===== config.mk =====
export PLATFORM = sky130hd
export DESIGN_NAME = postfix_expression_evaluator_flat
export DESIGN_NICKNAME = d
export VERILOG_FILES = /design/src/rtl/pfx_pkg.sv /design/src/rtl/pfx_ifs.sv /design/src/rtl/pfx_div.sv /design/src/rtl/postfix_expression_evaluator.sv /design/src/flat_wrapper.sv
export VERILOG_INCLUDE_DIRS = /design/src /design/src/rtl
export SDC_FILE = /design/constraint.sdc
export NUM_CORES = 2
export LEC_CHECK = 0
export BUFFER_PORTS_ARGS = -buffer_cell sky130_fd_sc_hd__buf_2
export CORE_MARGIN = 5
export CORE_UTILIZATION = 45
export CTS_BUF_LIST = sky130_fd_sc_hd__clkbuf_4
export DETAILED_ROUTE_END_ITERATION = 8
export HOLD_SLACK_MARGIN = 0.03
export PLACE_DENSITY_LB_ADDON = 0.15
export SLEW_MARGIN = 40
export SYNTH_ARGS = -nofsm -noshare
export SYNTH_HDL_FRONTEND = slang
export SYNTH_SLANG_ARGS = --single-unit

===== constraint.sdc =====
create_clock -name clk -period 13.2 [get_ports clk]
set_input_delay 0.66 -clock clk [delete_from_list [all_inputs] [get_ports clk]]
set_output_delay 0.66 -clock clk [all_outputs]
set_load 0.1 [all_outputs]

===== src/rtl/postfix_expression_evaluator_defines.svh =====
// assertion macros for the postfix evaluator
`ifndef POSTFIX_EXPRESSION_EVALUATOR_DEFINES_SVH
`define POSTFIX_EXPRESSION_EVALUATOR_DEFINES_SVH

// same-cycle implication
`ifndef SYNTH
`define PFX_ASSERT_IMP(lbl, ant, cons) \
  lbl: assert property (@(posedge clk) disable iff (!rst_n) (ant) |-> (cons)) \
    else $error("pfx assertion failed");
`else
`define PFX_ASSERT_IMP(lbl, ant, cons)
`endif

// next-cycle implication
`ifndef SYNTH
`define PFX_ASSERT_NXT(lbl, ant, cons) \
  lbl: assert property (@(posedge clk) disable iff (!rst_n) (ant) |=> (cons)) \
    else $error("pfx assertion failed");
`else
`define PFX_ASSERT_NXT(lbl, ant, cons)
`endif

`endif


===== src/rtl/pfx_pkg.sv =====
`default_nettype none

package pfx_pkg;

  localparam int STACK_DEPTH = 16;
  localparam int DEPTH_W     = $clog2(STACK_DEPTH + 1);
  localparam int ADDR_W      = (STACK_DEPTH > 1) ? $clog2(STACK_DEPTH) : 1;
  localparam logic [DEPTH_W-1:0] DEPTH_FULL = DEPTH_W'(STACK_DEPTH);

  localparam int OPW       = 32;
  localparam int DIV_CNT_W = $clog2(OPW);

  localparam logic [7:0] CH_SPACE = 8'h20;
  localparam logic [7:0] CH_ZERO  = 8'h30;
  localparam logic [7:0] CH_NINE  = 8'h39;
  localparam logic [7:0] CH_PLUS  = 8'h2B;
  localparam logic [7:0] CH_MINUS = 8'h2D;
  localparam logic [7:0] CH_STAR  = 8'h2A;
  localparam logic [7:0] CH_SLASH = 8'h2F;

  typedef enum logic [1:0] {
    ST_OK        = 2'd0,
    ST_UNDERFLOW = 2'd1,
    ST_OVERFLOW  = 2'd2,
    ST_DIVZERO   = 2'd3
  } status_t;

  typedef enum logic [2:0] {
    OP_ADD,
    OP_SUB,
    OP_MUL,
    OP_DIV,
    OP_NONE
  } op_t;

  typedef enum logic [2:0] {
    S_IDLE,
    S_RHS,
    S_LHS,
    S_MUL,
    S_DIV,
    S_ENDRD,
    S_EMIT
  } state_t;

  function automatic op_t decode_op(input logic [7:0] c);
    op_t op;
    unique case (c)
      CH_PLUS:  op = OP_ADD;
      CH_MINUS: op = OP_SUB;
      CH_STAR:  op = OP_MUL;
      CH_SLASH: op = OP_DIV;
      default:  op = OP_NONE;
    endcase
    return op;
  endfunction

endpackage

`default_nettype wire


===== src/rtl/pfx_ifs.sv =====
`default_nettype none

// input channel: one character or end marker per transaction
interface pfx_in_if;
  logic       valid;
  logic       ready;
  logic [7:0] character;
  logic       end_marker;

  modport source (output valid, output character, output end_marker, input ready);
  modport sink   (input valid, input character, input end_marker, output ready);
endinterface

// result channel: final value and status per transaction
interface pfx_out_if;
  logic               valid;
  logic               ready;
  logic signed [31:0] value;
  logic [1:0]         status;

  modport source (output valid, output value, output status, input ready);
  modport sink   (input valid, input value, input status, output ready);
endinterface

`default_nettype wire


===== src/rtl/pfx_div.sv =====
`default_nettype none

`include "postfix_expression_evaluator_defines.svh"

// signed truncating divider, one quotient bit per cycle
module pfx_div (
  input  wire logic                    clk,
  input  wire logic                    rst_n,
  input  wire logic                    start,
  input  wire logic [pfx_pkg::OPW-1:0] dividend,
  input  wire logic [pfx_pkg::OPW-1:0] divisor,
  output logic                         done,
  output logic [pfx_pkg::OPW-1:0]      quotient
);

  localparam logic [pfx_pkg::DIV_CNT_W-1:0] CNT_LAST = pfx_pkg::DIV_CNT_W'(pfx_pkg::OPW - 1);

  logic                          busy_r, busy_nxt;
  logic                          done_r, done_nxt;
  logic                          neg_r, neg_nxt;
  logic [pfx_pkg::DIV_CNT_W-1:0] cnt_r, cnt_nxt;
  logic [pfx_pkg::OPW-1:0]       rem_r, rem_nxt;
  logic [pfx_pkg::OPW-1:0]       quo_r, quo_nxt;
  logic [pfx_pkg::OPW-1:0]       den_r, den_nxt;
  logic [pfx_pkg::OPW:0]         rem_shift;
  logic [pfx_pkg::OPW:0]         trial;
  logic                          na, nb;

  always_comb begin
    na        = dividend[pfx_pkg::OPW-1];
    nb        = divisor[pfx_pkg::OPW-1];
    rem_shift = {rem_r, quo_r[pfx_pkg::OPW-1]};
    trial     = rem_shift - {1'b0, den_r};

    busy_nxt = busy_r;
    done_nxt = 1'b0;
    neg_nxt  = neg_r;
    cnt_nxt  = cnt_r;
    rem_nxt  = rem_r;
    quo_nxt  = quo_r;
    den_nxt  = den_r;

    if (start) begin
      busy_nxt = 1'b1;
      cnt_nxt  = '0;
      rem_nxt  = '0;
      quo_nxt  = na ? (pfx_pkg::OPW'(0) - dividend) : dividend;
      den_nxt  = nb ? (pfx_pkg::OPW'(0) - divisor) : divisor;
      neg_nxt  = na ^ nb;
    end else if (busy_r) begin
      if (!trial[pfx_pkg::OPW]) begin
        rem_nxt = trial[pfx_pkg::OPW-1:0];
        quo_nxt = {quo_r[pfx_pkg::OPW-2:0], 1'b1};
      end else begin
        rem_nxt = rem_shift[pfx_pkg::OPW-1:0];
        quo_nxt = {quo_r[pfx_pkg::OPW-2:0], 1'b0};
      end
      cnt_nxt = cnt_r + 1'b1;
      if (cnt_r == CNT_LAST) begin
        busy_nxt = 1'b0;
        done_nxt = 1'b1;
      end
    end
  end

  always_ff @(posedge clk) begin
    if (!rst_n) begin
      busy_r <= 1'b0;
      done_r <= 1'b0;
      cnt_r  <= '0;
    end else begin
      busy_r <= busy_nxt;
      done_r <= done_nxt;
      cnt_r  <= cnt_nxt;
    end
  end

  always_ff @(posedge clk) begin
    neg_r <= neg_nxt;
    rem_r <= rem_nxt;
    quo_r <= quo_nxt;
    den_r <= den_nxt;
  end

  assign done     = done_r;
  assign quotient = neg_r ? (pfx_pkg::OPW'(0) - quo_r) : quo_r;

  `PFX_ASSERT_IMP(a_start_idle, start, !busy_r)
  `PFX_ASSERT_NXT(a_last_step_done, busy_r && cnt_r == CNT_LAST, done_r && !busy_r)
  `PFX_ASSERT_IMP(a_done_not_busy, done_r, !busy_r)

endmodule

`default_nettype wire


===== src/rtl/postfix_expression_evaluator.sv =====
// postfix expression evaluator
// in_ch carries one ascii character per transaction; end_marker closes the
// expression and asks for its result. out_ch carries one transaction per
// expression: the final value and a status (ok, underflow, overflow, divide
// by zero); value is zero whenever status is not ok.
// operands live in a 16-entry stack ram with one write and one registered
// read port. sequencer path per character transaction:
//   digit, space, unknown character: taken in idle, no other state
//   + and -: idle, rhs read, lhs read (rhs read is skipped when a number is
//   still pending, its value is forwarded as the right operand), * adds mul
//   /: the div state, held until the one-bit-per-cycle divider is done
//   end: end read if the stack is read, then emit loads the output register
// the read port latency sets the add path; the divider sets the / path.
// in_ch.ready is high whenever the sequencer is idle, also while a result
// waits in the output register; an end transaction that finds the output
// register still full waits until out_ch.ready takes the old result.
// reset (synchronous, rst_n low) empties the stack, clears the number
// accumulator and the error; the ram itself needs no clearing pass, since
// only entries below the stack depth are ever read.
`default_nettype none

`include "postfix_expression_evaluator_defines.svh"

module postfix_expression_evaluator (
  input wire logic  clk,
  input wire logic  rst_n,
  pfx_in_if.sink    in_ch,
  pfx_out_if.source out_ch
);

  // stack ram
  logic [pfx_pkg::OPW-1:0]    stack_mem [pfx_pkg::STACK_DEPTH];
  logic                       mem_we;
  logic [pfx_pkg::ADDR_W-1:0] mem_waddr;
  logic [pfx_pkg::OPW-1:0]    mem_wdata;
  logic                       mem_re;
  logic [pfx_pkg::ADDR_W-1:0] mem_raddr;
  logic [pfx_pkg::OPW-1:0]    rd_data_r;

  // control state
  pfx_pkg::state_t             state_r, state_nxt;
  logic [pfx_pkg::DEPTH_W-1:0] depth_r, depth_nxt;
  logic [pfx_pkg::OPW-1:0]     acc_r, acc_nxt;
  logic                        pending_r, pending_nxt;
  pfx_pkg::status_t            err_r, err_nxt;
  pfx_pkg::op_t                op_r, op_nxt;
  logic                        out_valid_r, out_valid_nxt;

  // payload registers
  logic [pfx_pkg::OPW-1:0] rhs_r, rhs_nxt;
  logic [pfx_pkg::OPW-1:0] prod_r, prod_nxt;
  logic [pfx_pkg::OPW-1:0] res_val_r, res_val_nxt;
  pfx_pkg::status_t        res_st_r, res_st_nxt;
  logic [pfx_pkg::OPW-1:0] out_value_r, out_value_nxt;
  pfx_pkg::status_t        out_st_r, out_st_nxt;

  // decode of the incoming character
  logic                        in_fire;
  logic                        is_digit;
  logic                        is_space;
  logic [7:0]                  digit_diff;
  pfx_pkg::op_t                op_dec;
  logic                        flush_ovf;
  logic [pfx_pkg::DEPTH_W-1:0] eff_depth;
  logic                        eff_lt2;
  logic                        out_free;
  logic [pfx_pkg::OPW-1:0]     acc_times10;

  // divider
  logic                    div_start;
  logic                    div_done;
  logic [pfx_pkg::OPW-1:0] div_quo;

  assign in_ch.ready = (state_r == pfx_pkg::S_IDLE);
  assign in_fire     = in_ch.valid && in_ch.ready;
  assign out_free    = !out_valid_r || out_ch.ready;

  always_comb begin
    digit_diff  = in_ch.character - pfx_pkg::CH_ZERO;
    is_digit    = (in_ch.character >= pfx_pkg::CH_ZERO) &&
                  (in_ch.character <= pfx_pkg::CH_NINE);
    is_space    = (in_ch.character == pfx_pkg::CH_SPACE);
    op_dec      = pfx_pkg::decode_op(in_ch.character);
    // pending number meets a full stack
    flush_ovf   = pending_r && (depth_r == pfx_pkg::DEPTH_FULL);
    eff_depth   = depth_r + pfx_pkg::DEPTH_W'(pending_r);
    eff_lt2     = (eff_depth < pfx_pkg::DEPTH_W'(2));
    // acc * 10 as two shifts and an add
    acc_times10 = {acc_r[pfx_pkg::OPW-4:0], 3'b000} + {acc_r[pfx_pkg::OPW-2:0], 1'b0};
  end

  // next state
  always_comb begin
    state_nxt = state_r;
    unique case (state_r)
      pfx_pkg::S_IDLE: begin
        if (in_fire) begin
          if (in_ch.end_marker) begin
            if (err_r == pfx_pkg::ST_OK && !pending_r && depth_r != '0) begin
              state_nxt = pfx_pkg::S_ENDRD;
            end else begin
              state_nxt = pfx_pkg::S_EMIT;
            end
          end else if (err_r == pfx_pkg::ST_OK && !is_digit && !flush_ovf && !is_space &&
                       !eff_lt2 && op_dec != pfx_pkg::OP_NONE) begin
            state_nxt = pending_r ? pfx_pkg::S_LHS : pfx_pkg::S_RHS;
          end
        end
      end
      pfx_pkg::S_RHS: begin
        state_nxt = pfx_pkg::S_LHS;
      end
      pfx_pkg::S_LHS: begin
        case (op_r)
          pfx_pkg::OP_MUL: state_nxt = pfx_pkg::S_MUL;
          pfx_pkg::OP_DIV: state_nxt = (rhs_r == '0) ? pfx_pkg::S_IDLE : pfx_pkg::S_DIV;
          default:         state_nxt = pfx_pkg::S_IDLE;
        endcase
      end
      pfx_pkg::S_MUL: begin
        state_nxt = pfx_pkg::S_IDLE;
      end
      pfx_pkg::S_DIV: begin
        if (div_done) begin
          state_nxt = pfx_pkg::S_IDLE;
        end
      end
      pfx_pkg::S_ENDRD: begin
        state_nxt = pfx_pkg::S_EMIT;
      end
      pfx_pkg::S_EMIT: begin
        if (out_free) begin
          state_nxt = pfx_pkg::S_IDLE;
        end
      end
      default: state_nxt = pfx_pkg::S_IDLE;
    endcase
  end

  // datapath and register updates
  always_comb begin
    mem_we    = 1'b0;
    mem_waddr = depth_r[pfx_pkg::ADDR_W-1:0];
    mem_wdata = acc_r;
    mem_re    = 1'b0;
    mem_raddr = pfx_pkg::ADDR_W'(depth_r - pfx_pkg::DEPTH_W'(1));
    div_start = 1'b0;

    depth_nxt     = depth_r;
    acc_nxt       = acc_r;
    pending_nxt   = pending_r;
    err_nxt       = err_r;
    op_nxt        = op_r;
    rhs_nxt       = rhs_r;
    prod_nxt      = prod_r;
    res_val_nxt   = res_val_r;
    res_st_nxt    = res_st_r;
    out_valid_nxt = out_valid_r && !out_ch.ready;
    out_value_nxt = out_value_r;
    out_st_nxt    = out_st_r;

    unique case (state_r)
      pfx_pkg::S_IDLE: begin
        if (in_fire) begin
          if (in_ch.end_marker) begin
            res_val_nxt = '0;
            res_st_nxt  = err_r;
            if (err_r == pfx_pkg::ST_OK) begin
              if (flush_ovf) begin
                res_st_nxt = pfx_pkg::ST_OVERFLOW;
              end else if (pending_r) begin
                // the pending number is the top of stack
                res_val_nxt = acc_r;
              end else if (depth_r == '0) begin
                res_st_nxt = pfx_pkg::ST_UNDERFLOW;
              end else begin
                mem_re = 1'b1;
              end
            end
            // whole expression state clears with the end transaction
            depth_nxt   = '0;
            acc_nxt     = '0;
            pending_nxt = 1'b0;
            err_nxt     = pfx_pkg::ST_OK;
          end else if (err_r != pfx_pkg::ST_OK) begin
            // sticky error: ignore until the end transaction
          end else if (is_digit) begin
            acc_nxt     = acc_times10 + pfx_pkg::OPW'(digit_diff[3:0]);
            pending_nxt = 1'b1;
          end else begin
            acc_nxt     = '0;
            pending_nxt = 1'b0;
            if (flush_ovf) begin
              err_nxt = pfx_pkg::ST_OVERFLOW;
            end else if (is_space) begin
              if (pending_r) begin
                mem_we    = 1'b1;
                depth_nxt = depth_r + 1'b1;
              end
            end else if (eff_lt2) begin
              err_nxt   = pfx_pkg::ST_UNDERFLOW;
              depth_nxt = '0;
            end else begin
              // pop two; an unknown character stops here
              depth_nxt = eff_depth - pfx_pkg::DEPTH_W'(2);
              if (op_dec != pfx_pkg::OP_NONE) begin
                op_nxt = op_dec;
                mem_re = 1'b1;
                if (pending_r) begin
                  // forward the pending number as right operand
                  rhs_nxt = acc_r;
                end
              end
            end
          end
        end
      end
      pfx_pkg::S_RHS: begin
        rhs_nxt   = rd_data_r;
        mem_re    = 1'b1;
        mem_raddr = depth_r[pfx_pkg::ADDR_W-1:0];
      end
      pfx_pkg::S_LHS: begin
        case (op_r)
          pfx_pkg::OP_ADD: begin
            mem_we    = 1'b1;
            mem_wdata = rd_data_r + rhs_r;
            depth_nxt = depth_r + 1'b1;
          end
          pfx_pkg::OP_SUB: begin
            mem_we    = 1'b1;
            mem_wdata = rd_data_r - rhs_r;
            depth_nxt = depth_r + 1'b1;
          end
          pfx_pkg::OP_MUL: begin
            prod_nxt = rd_data_r * rhs_r;
          end
          pfx_pkg::OP_DIV: begin
            if (rhs_r == '0) begin
              err_nxt = pfx_pkg::ST_DIVZERO;
            end else begin
              div_start = 1'b1;
            end
          end
          default: begin
          end
        endcase
      end
      pfx_pkg::S_MUL: begin
        mem_we    = 1'b1;
        mem_wdata = prod_r;
        depth_nxt = depth_r + 1'b1;
      end
      pfx_pkg::S_DIV: begin
        if (div_done) begin
          mem_we    = 1'b1;
          mem_wdata = div_quo;
          depth_nxt = depth_r + 1'b1;
        end
      end
      pfx_pkg::S_ENDRD: begin
        res_val_nxt = rd_data_r;
        res_st_nxt  = pfx_pkg::ST_OK;
      end
      pfx_pkg::S_EMIT: begin
        if (out_free) begin
          out_valid_nxt = 1'b1;
          out_value_nxt = res_val_r;
          out_st_nxt    = res_st_r;
        end
      end
      default: begin
      end
    endcase
  end

  // stack ram ports
  always_ff @(posedge clk) begin
    if (mem_we) begin
      stack_mem[mem_waddr] <= mem_wdata;
    end
  end

  always_ff @(posedge clk) begin
    if (mem_re) begin
      rd_data_r <= stack_mem[mem_raddr];
    end
  end

  always_ff @(posedge clk) begin
    if (!rst_n) begin
      state_r     <= pfx_pkg::S_IDLE;
      depth_r     <= '0;
      acc_r       <= '0;
      pending_r   <= 1'b0;
      err_r       <= pfx_pkg::ST_OK;
      op_r        <= pfx_pkg::OP_NONE;
      out_valid_r <= 1'b0;
    end else begin
      state_r     <= state_nxt;
      depth_r     <= depth_nxt;
      acc_r       <= acc_nxt;
      pending_r   <= pending_nxt;
      err_r       <= err_nxt;
      op_r        <= op_nxt;
      out_valid_r <= out_valid_nxt;
    end
  end

  always_ff @(posedge clk) begin
    rhs_r       <= rhs_nxt;
    prod_r      <= prod_nxt;
    res_val_r   <= res_val_nxt;
    res_st_r    <= res_st_nxt;
    out_value_r <= out_value_nxt;
    out_st_r    <= out_st_nxt;
  end

  // iterative divider for the / operator
  pfx_div u_div (
    .clk      (clk),
    .rst_n    (rst_n),
    .start    (div_start),
    .dividend (rd_data_r),
    .divisor  (rhs_r),
    .done     (div_done),
    .quotient (div_quo)
  );

  assign out_ch.valid  = out_valid_r;
  assign out_ch.value  = $signed(out_value_r);
  assign out_ch.status = out_st_r;

  `PFX_ASSERT_IMP(a_depth_bound, 1'b1, depth_r <= pfx_pkg::DEPTH_FULL)
  `PFX_ASSERT_IMP(a_push_room, mem_we, depth_r < pfx_pkg::DEPTH_FULL)
  `PFX_ASSERT_NXT(a_end_clears, in_fire && in_ch.end_marker, depth_r == '0 && !pending_r && err_r == pfx_pkg::ST_OK)
  `PFX_ASSERT_IMP(a_result_from_emit, $rose(out_valid_r), $past(state_r) == pfx_pkg::S_EMIT)
  `PFX_ASSERT_NXT(a_div_returns_idle, state_r == pfx_pkg::S_DIV && div_done, state_r == pfx_pkg::S_IDLE)

endmodule

`default_nettype wire


===== src/flat_wrapper.sv =====
// flat-port wrapper written by rule: the top's interface ports become plain ports
module postfix_expression_evaluator_flat 
  (clk, rst_n, in_ch_valid, in_ch_character, in_ch_end_marker, in_ch_ready, out_ch_valid, out_ch_value, out_ch_status, out_ch_ready);
  pfx_in_if in_ch_i ();
  pfx_out_if out_ch_i ();
  input wire logic clk;
  input wire logic rst_n;
  input wire logic [$bits(in_ch_i.valid)-1:0] in_ch_valid;
  input wire logic [$bits(in_ch_i.character)-1:0] in_ch_character;
  input wire logic [$bits(in_ch_i.end_marker)-1:0] in_ch_end_marker;
  output wire logic [$bits(in_ch_i.ready)-1:0] in_ch_ready;
  output wire logic [$bits(out_ch_i.valid)-1:0] out_ch_valid;
  output wire logic [$bits(out_ch_i.value)-1:0] out_ch_value;
  output wire logic [$bits(out_ch_i.status)-1:0] out_ch_status;
  input wire logic [$bits(out_ch_i.ready)-1:0] out_ch_ready;
  assign in_ch_i.valid = in_ch_valid;
  assign in_ch_i.character = in_ch_character;
  assign in_ch_i.end_marker = in_ch_end_marker;
  assign in_ch_ready = in_ch_i.ready;
  assign out_ch_valid = out_ch_i.valid;
  assign out_ch_value = out_ch_i.value;
  assign out_ch_status = out_ch_i.status;
  assign out_ch_i.ready = out_ch_ready;
  postfix_expression_evaluator u_core (.clk(clk), .rst_n(rst_n), .in_ch(in_ch_i), .out_ch(out_ch_i));
endmodule

After elaboration in Yosys (flattened, before gate mapping). Memories as Yosys holds them, arrays and structs flattened. A register that Yosys moved wholly into a read port is not among the register bits. Cells that the tools add are included. W data, S select, Z words.

Reductions and logical operators: 43. Mux-type cells: 106. Order comparisons: 3. Bitwise logic cells: 9. Equal/unequal tests: 40. Multiply operators: 1. Add/subtract/negate cells: 14.

Operators with widths (count): $mux W32 (23); $pmux W32 S2 (3); $pmux W32 S3 (1); $sub A1 B32 Y32 const A (3); $add A32 B32 Y32 (2); $mux W5 (10); $eq A8 B6 Y1 const B (5); $mux W1 (36); $mux W2 (17); $sub A33 B32 Y33 (1); $add A32 B4 Y32 (1); $logic_not A32 Y1 (1); $mul A32 B32 Y32 (1); $sub A32 B32 Y32 (1); $mux W31 (1); $ne A2 B2 Y1 const B (13); $pmux W5 S4 (1); $mux W3 (6); $pmux W3 S6 (1); $reduce_and A8 Y1 (2); $ne A3 B3 Y1 const B (5); $eq A3 B2 Y1 const B (4); $ne A4 B4 Y1 const B (3); $pmux W3 S4 (1); 34 further kinds (74).

Register bits: 283. Word-level logic and storage cells: 238. Input bits: 13. Output and inout port bits: 36. Memories: 1. RAM bits: 512.

Memories: u_core.stack_mem (depth 16, bits a word 32, rd ports 1, clocked after Yosys merged registers in 1, write ports 1, RTL line postfix_expression_evaluator.sv:32) `logic [pfx_pkg::OPW-1:0] stack_mem [pfx_pkg::STACK_DEPTH];`.

Logic depth before layout (Yosys ltp).
Depth after elaboration: 12. Depth in mapped cells: 29. Depth with buffers taken out: 27.

Cells and area by module. From an unflattened synthesis, not the netlist that was laid out.

Cells, all modules: 4657. Area total of the unflattened synthesis: 55325.6 µm².

By module, submodules not included: postfix_expression_evaluator (area each 47528.1 µm², cells each 3770, seq. area each 21240.4 µm², times used 1); pfx_div (area each 7797.5 µm², cells each 887, seq. area each 2732.6 µm², times used 1).

Least setup slack after synthesis. No wires, ideal clock.

Path type: register to register. Start point: register u_core.rhs_r[4] (netlist name). End point: register u_core.prod_r[30] (netlist name), data pin. Path slack: 6074 ps. Clock period less this slack: 7126 ps. Arrival time: 6869 ps. Library setup time: 257 ps. Required time: 12943 ps. Buffers on the path: 2. Stages on the path, launching flop included: 28. Cells stage by stage: edfxtp_1 -> clkbuf_1 -> clkbuf_1 -> and2_1 -> fa_1 -> inv_1 -> fa_1 -> fa_1 -> fa_1 -> inv_1 -> fa_1 -> inv_1 -> fa_1 -> inv_1 -> fa_1 -> fa_1 -> ha_1 -> a21o_1 -> a21o_1 -> a21o_1 -> a21oi_1 -> o21ai_0 -> a21oi_1 -> o21bai_1 -> a21oi_1 -> nor2_1 -> o41a_1 -> xor2_1.

Cells in the longest elaborated chain, start to end: 1.

RTL lines: from (decl) (RTL line postfix_expression_evaluator.sv:50) `logic [pfx_pkg::OPW-1:0] rhs_r, rhs_nxt;`; from (signal assigned) (RTL line postfix_expression_evaluator.sv:311) `rhs_r <= rhs_nxt;`; $mul A32 B32 Y32 (RTL line postfix_expression_evaluator.sv:236) `prod_nxt = rd_data_r * rhs_r;`; to (signal assigned) (RTL line postfix_expression_evaluator.sv:312) `prod_r <= prod_nxt;`; to (decl) (RTL line postfix_expression_evaluator.sv:51) `logic [pfx_pkg::OPW-1:0] prod_r, prod_nxt;`.

No other way between the ends. A chain may end at the register's enable or synchronous reset.

Worst setup path after layout.
Start point: register u_core.rhs_r[9] (netlist name). End point: register u_core.prod_r[30] (netlist name), data pin.

The elaborated chain is that of the path after synthesis.

==> flow_summary.toml <==
[die]
floorplan.die_area_um2 = 129000
placeableCoreArea_um2 = 122000
design.portCount = 49
floorplan.rows = 128
initial_core_util = 0.452
floorplan.die.width_um = 359
die_h_um = 359

[critical_path]
timing.setup.critical_path_class = "reg2reg"
worst_r2r_src = "u_core.rhs_r[9]"
r2r.worst_path.cells = 27
critical_path_arrival_ns = 8.56
crit_top_cell = "sky130_fd_sc_hd__fa_1"
worstReg2RegEnd = "u_core.prod_r[30]"
critPathMaxFanout = 19
timing.critical_path.slowest_cell_delay_ns = 0.72
cp_slowest_cell = "sky130_fd_sc_hd__edfxtp_1"
critical_path.endpoint_type = "flop"
timing.critical_path.required_ns = 14.01
reg2reg_slack_ns = 5.45
crit_path_start_kind = "flop"

[detailed_routing]
route.detailed.vias_per_inst = 5.57
detailroute.via_count = 36500
antenna_violating_nets_left = 0
drt_iter0_markers = 2918
post-route-drc-count = 0
drt_first_pass_iters = 6
routedWlPerCell_um = 23.7
postRouteWirelength_mm = 155

[global_routing]
initial_antenna_violation_count = 6
grt_first_pass_wirelength_mm = 237
maximum_number_of_pins_on_one_net_before_global_route_repair = 129
grt_overflow = 0
grt_pass1_vias = 38000
globalRouteTotalUtil = 0.241

[synth]
postSynthRegisterBits = 827
yosys_warnings = 0
ys_async_sr_fraction = 0
synth_cell_type_count = 79
synth_edf_count = 741
yosys_most_used_dff = "sky130_fd_sc_hd__edfxtp_1"
post_synth_instance_area_um2 = 54900
net_count_of_the_mapped_netlist = 5301
synth_seq_area_share = 0.436
netlist_instances = 4619
syn_area_per_cell_um2 = 11.9

[sta]
slew_violations = 0
tns_ns = 0
setup_ws_ns = 5.45
worst_pin_slew_ns = 0.880
min_period_ns = 7.75
hold_viol_final = 0
finalSetupViolations = 0
finalClockSkew_ns = 0.117
timing.final.crit_share = 0.587
maxSlewHeadroom = 0.413
grt_setup_unrepaired = "no"
achievable-frequency_mhz = 129

[placement]
gpl.final_weighted_congestion = 0.939
place.port_buffers = 48
place_worst_setup_slack_ns = 5.52
dp_hpwl_mm = 104

[min_path]
worstHoldPathType = "in2reg"
end_point_of_the_worst_hold_path = "u_core.err_r[0]"
min_delay_path_depth = 6
worst_hold_startpoint = "in_ch_character[5]"

[cts]
cts_tree = "built"
clkTransAtPathRegs_ns = 0.07
worstSkewPairLatency_ns = 1.16
ctsHtreeMaxLevel = 4
post_cts.resized_instances = 0
ctsRootBufferMaster = "sky130_fd_sc_hd__clkbuf_4"
numCtsBuffers = 209
tritoncts_num_sinks = 827
max-clock-path-buffers = 3
postCtsSetupRepairBufs = 0

[flow_run]
max_cap_viol_count = 0

[outcome]
status = "finished clean"

[final_layout]
drive_above_1_share = 0.148
final_common_cell = "sky130_fd_sc_hd__edfxtp_1"
layout_common_cells = "sky130_fd_sc_hd__edfxtp_1 (741), sky130_fd_sc_hd__nand2_1 (599), sky130_fd_sc_hd__inv_1 (468)"
flow.area_growth_from_synthesis_pct = 9.90
finish.net_count = 5447
[through the flow]
step	area, um2	util	hold slack (ns)	std cells
global placement	57300	0.472	0.403	6155
global route	60400	0.497	0.236	6548
finish	60400	0.497	0.288	6550
CTS	60300	0.496	0.0990	6543
detailed placement	57500	0.473	0.406	6162
floorplan	54900	-	0.400	4619
[cells by family (layout without fill, tap and decap cells)]
logic type,count (synthesis),after routing,synth area share
other,0,6,0
xor gates and xnor gates,299,299,0.0477
buffers and inverters,722,1022,0.0502
DFF,827,827,0.436
AOI/OAI and AO/OA,650,650,0.0758
muxes,184,184,0.0700
and+or+nand+nor,1268,1268,0.111
adders and majority gates,669,669,0.209
[critical path, delay by kind of cell, from the launching register on]
kind	cells	cell delay (ns)
adders and majority gates	9	4.13
xor gates and xnor gates	1	0.14
AOI/OAI and AO/OA	9	1.55
buffers and inverters	6	0.73
and+or+nand+nor	2	0.23
DFF	1	0.72
[metal layers]
metal | global-route usage | vias to the layer above | part of all wire
met5 | 0 | - | 0
met4 | 0.0847 | 0 | 0.034
met3 | 0.0395 | 283 | 0.063
met2 | 0.401 | 1247 | 0.48
met1 | 0.322 | 18600 | 0.42
li1 | - | 16400 | -
[registers in the layout, indices dropped and copies added (netlist names), 3 cells and up]
name	cells
u_core.state_r	3
u_core.out_ch.value	32
u_core.stack_mem	512
u_core.res_val_r	32
u_core.u_div.quo_r	32
u_core.rd_data_r	32
u_core.acc_r	32
u_core.op_r	3
u_core.u_div.den_r	32
u_core.depth_r	5
u_core.rhs_r	32
u_core.u_div.rem_r	32
u_core.prod_r	32
u_core.u_div.cnt_r	5
[timing repair]
item / 4_1_cts / 5_1_grt
setup endpoints to repair: 0 / 0
hold buffers: 16 / 0
hold endpoints to repair: 36 / 0
[how the worst max path moves through the flow]
stage,start,to,slack [ns],cells after the start
2_1_floorplan,u_core.rhs_r[4],u_core.prod_r[30],6.07,27
3_3_place_gp,u_core.rhs_r[4],u_core.prod_r[30],5.35,25
3_5_place_dp,u_core.rhs_r[9],u_core.prod_r[30],5.52,27
4_1_cts,u_core.rd_data_r[7],u_core.prod_r[30],5.49,26
5_1_grt,u_core.rd_data_r[5],u_core.prod_r[30],5.11,26
6_report,u_core.rhs_r[9],u_core.prod_r[30],5.45,27
[cell type report]
cell class              count  area, um2
multi-input cells        3070      28500
flip-flops and latches    827      24000
well taps                1625       2030
clock inverters            65        389
clock buffers             300       2250
inverters                 469       1760
fillers                 10900      61200
repair buffers            188       1430
diodes                      6       15.0
[cells in the mapped netlist, types with 28 or more instances]
library cell,instances,share of area
sky130_fd_sc_hd__a21o_1,44,0.0060
sky130_fd_sc_hd__a21oi_1,148,0.013
sky130_fd_sc_hd__and2_1,293,0.033
sky130_fd_sc_hd__clkbuf_1,222,0.015
sky130_fd_sc_hd__dfxtp_1,86,0.031
sky130_fd_sc_hd__edfxtp_1,741,0.41
sky130_fd_sc_hd__fa_1,412,0.15
sky130_fd_sc_hd__ha_1,257,0.059
sky130_fd_sc_hd__inv_1,469,0.032
sky130_fd_sc_hd__mux4_2,160,0.066
sky130_fd_sc_hd__nand2_1,600,0.041
sky130_fd_sc_hd__nand2b_1,37,0.0042
sky130_fd_sc_hd__nand3_1,35,0.0032
sky130_fd_sc_hd__nor2_1,128,0.0087
sky130_fd_sc_hd__nor2b_1,45,0.0051
sky130_fd_sc_hd__nor3_1,31,0.0028
sky130_fd_sc_hd__o21a_1,28,0.0038
sky130_fd_sc_hd__o21ai_0,204,0.019
sky130_fd_sc_hd__o31ai_1,37,0.0051
sky130_fd_sc_hd__xnor2_1,173,0.028
sky130_fd_sc_hd__xor2_1,126,0.020
Power is not shown: default switching activity piles up to over one toggle a cycle in this logic, so the estimate is an artifact.
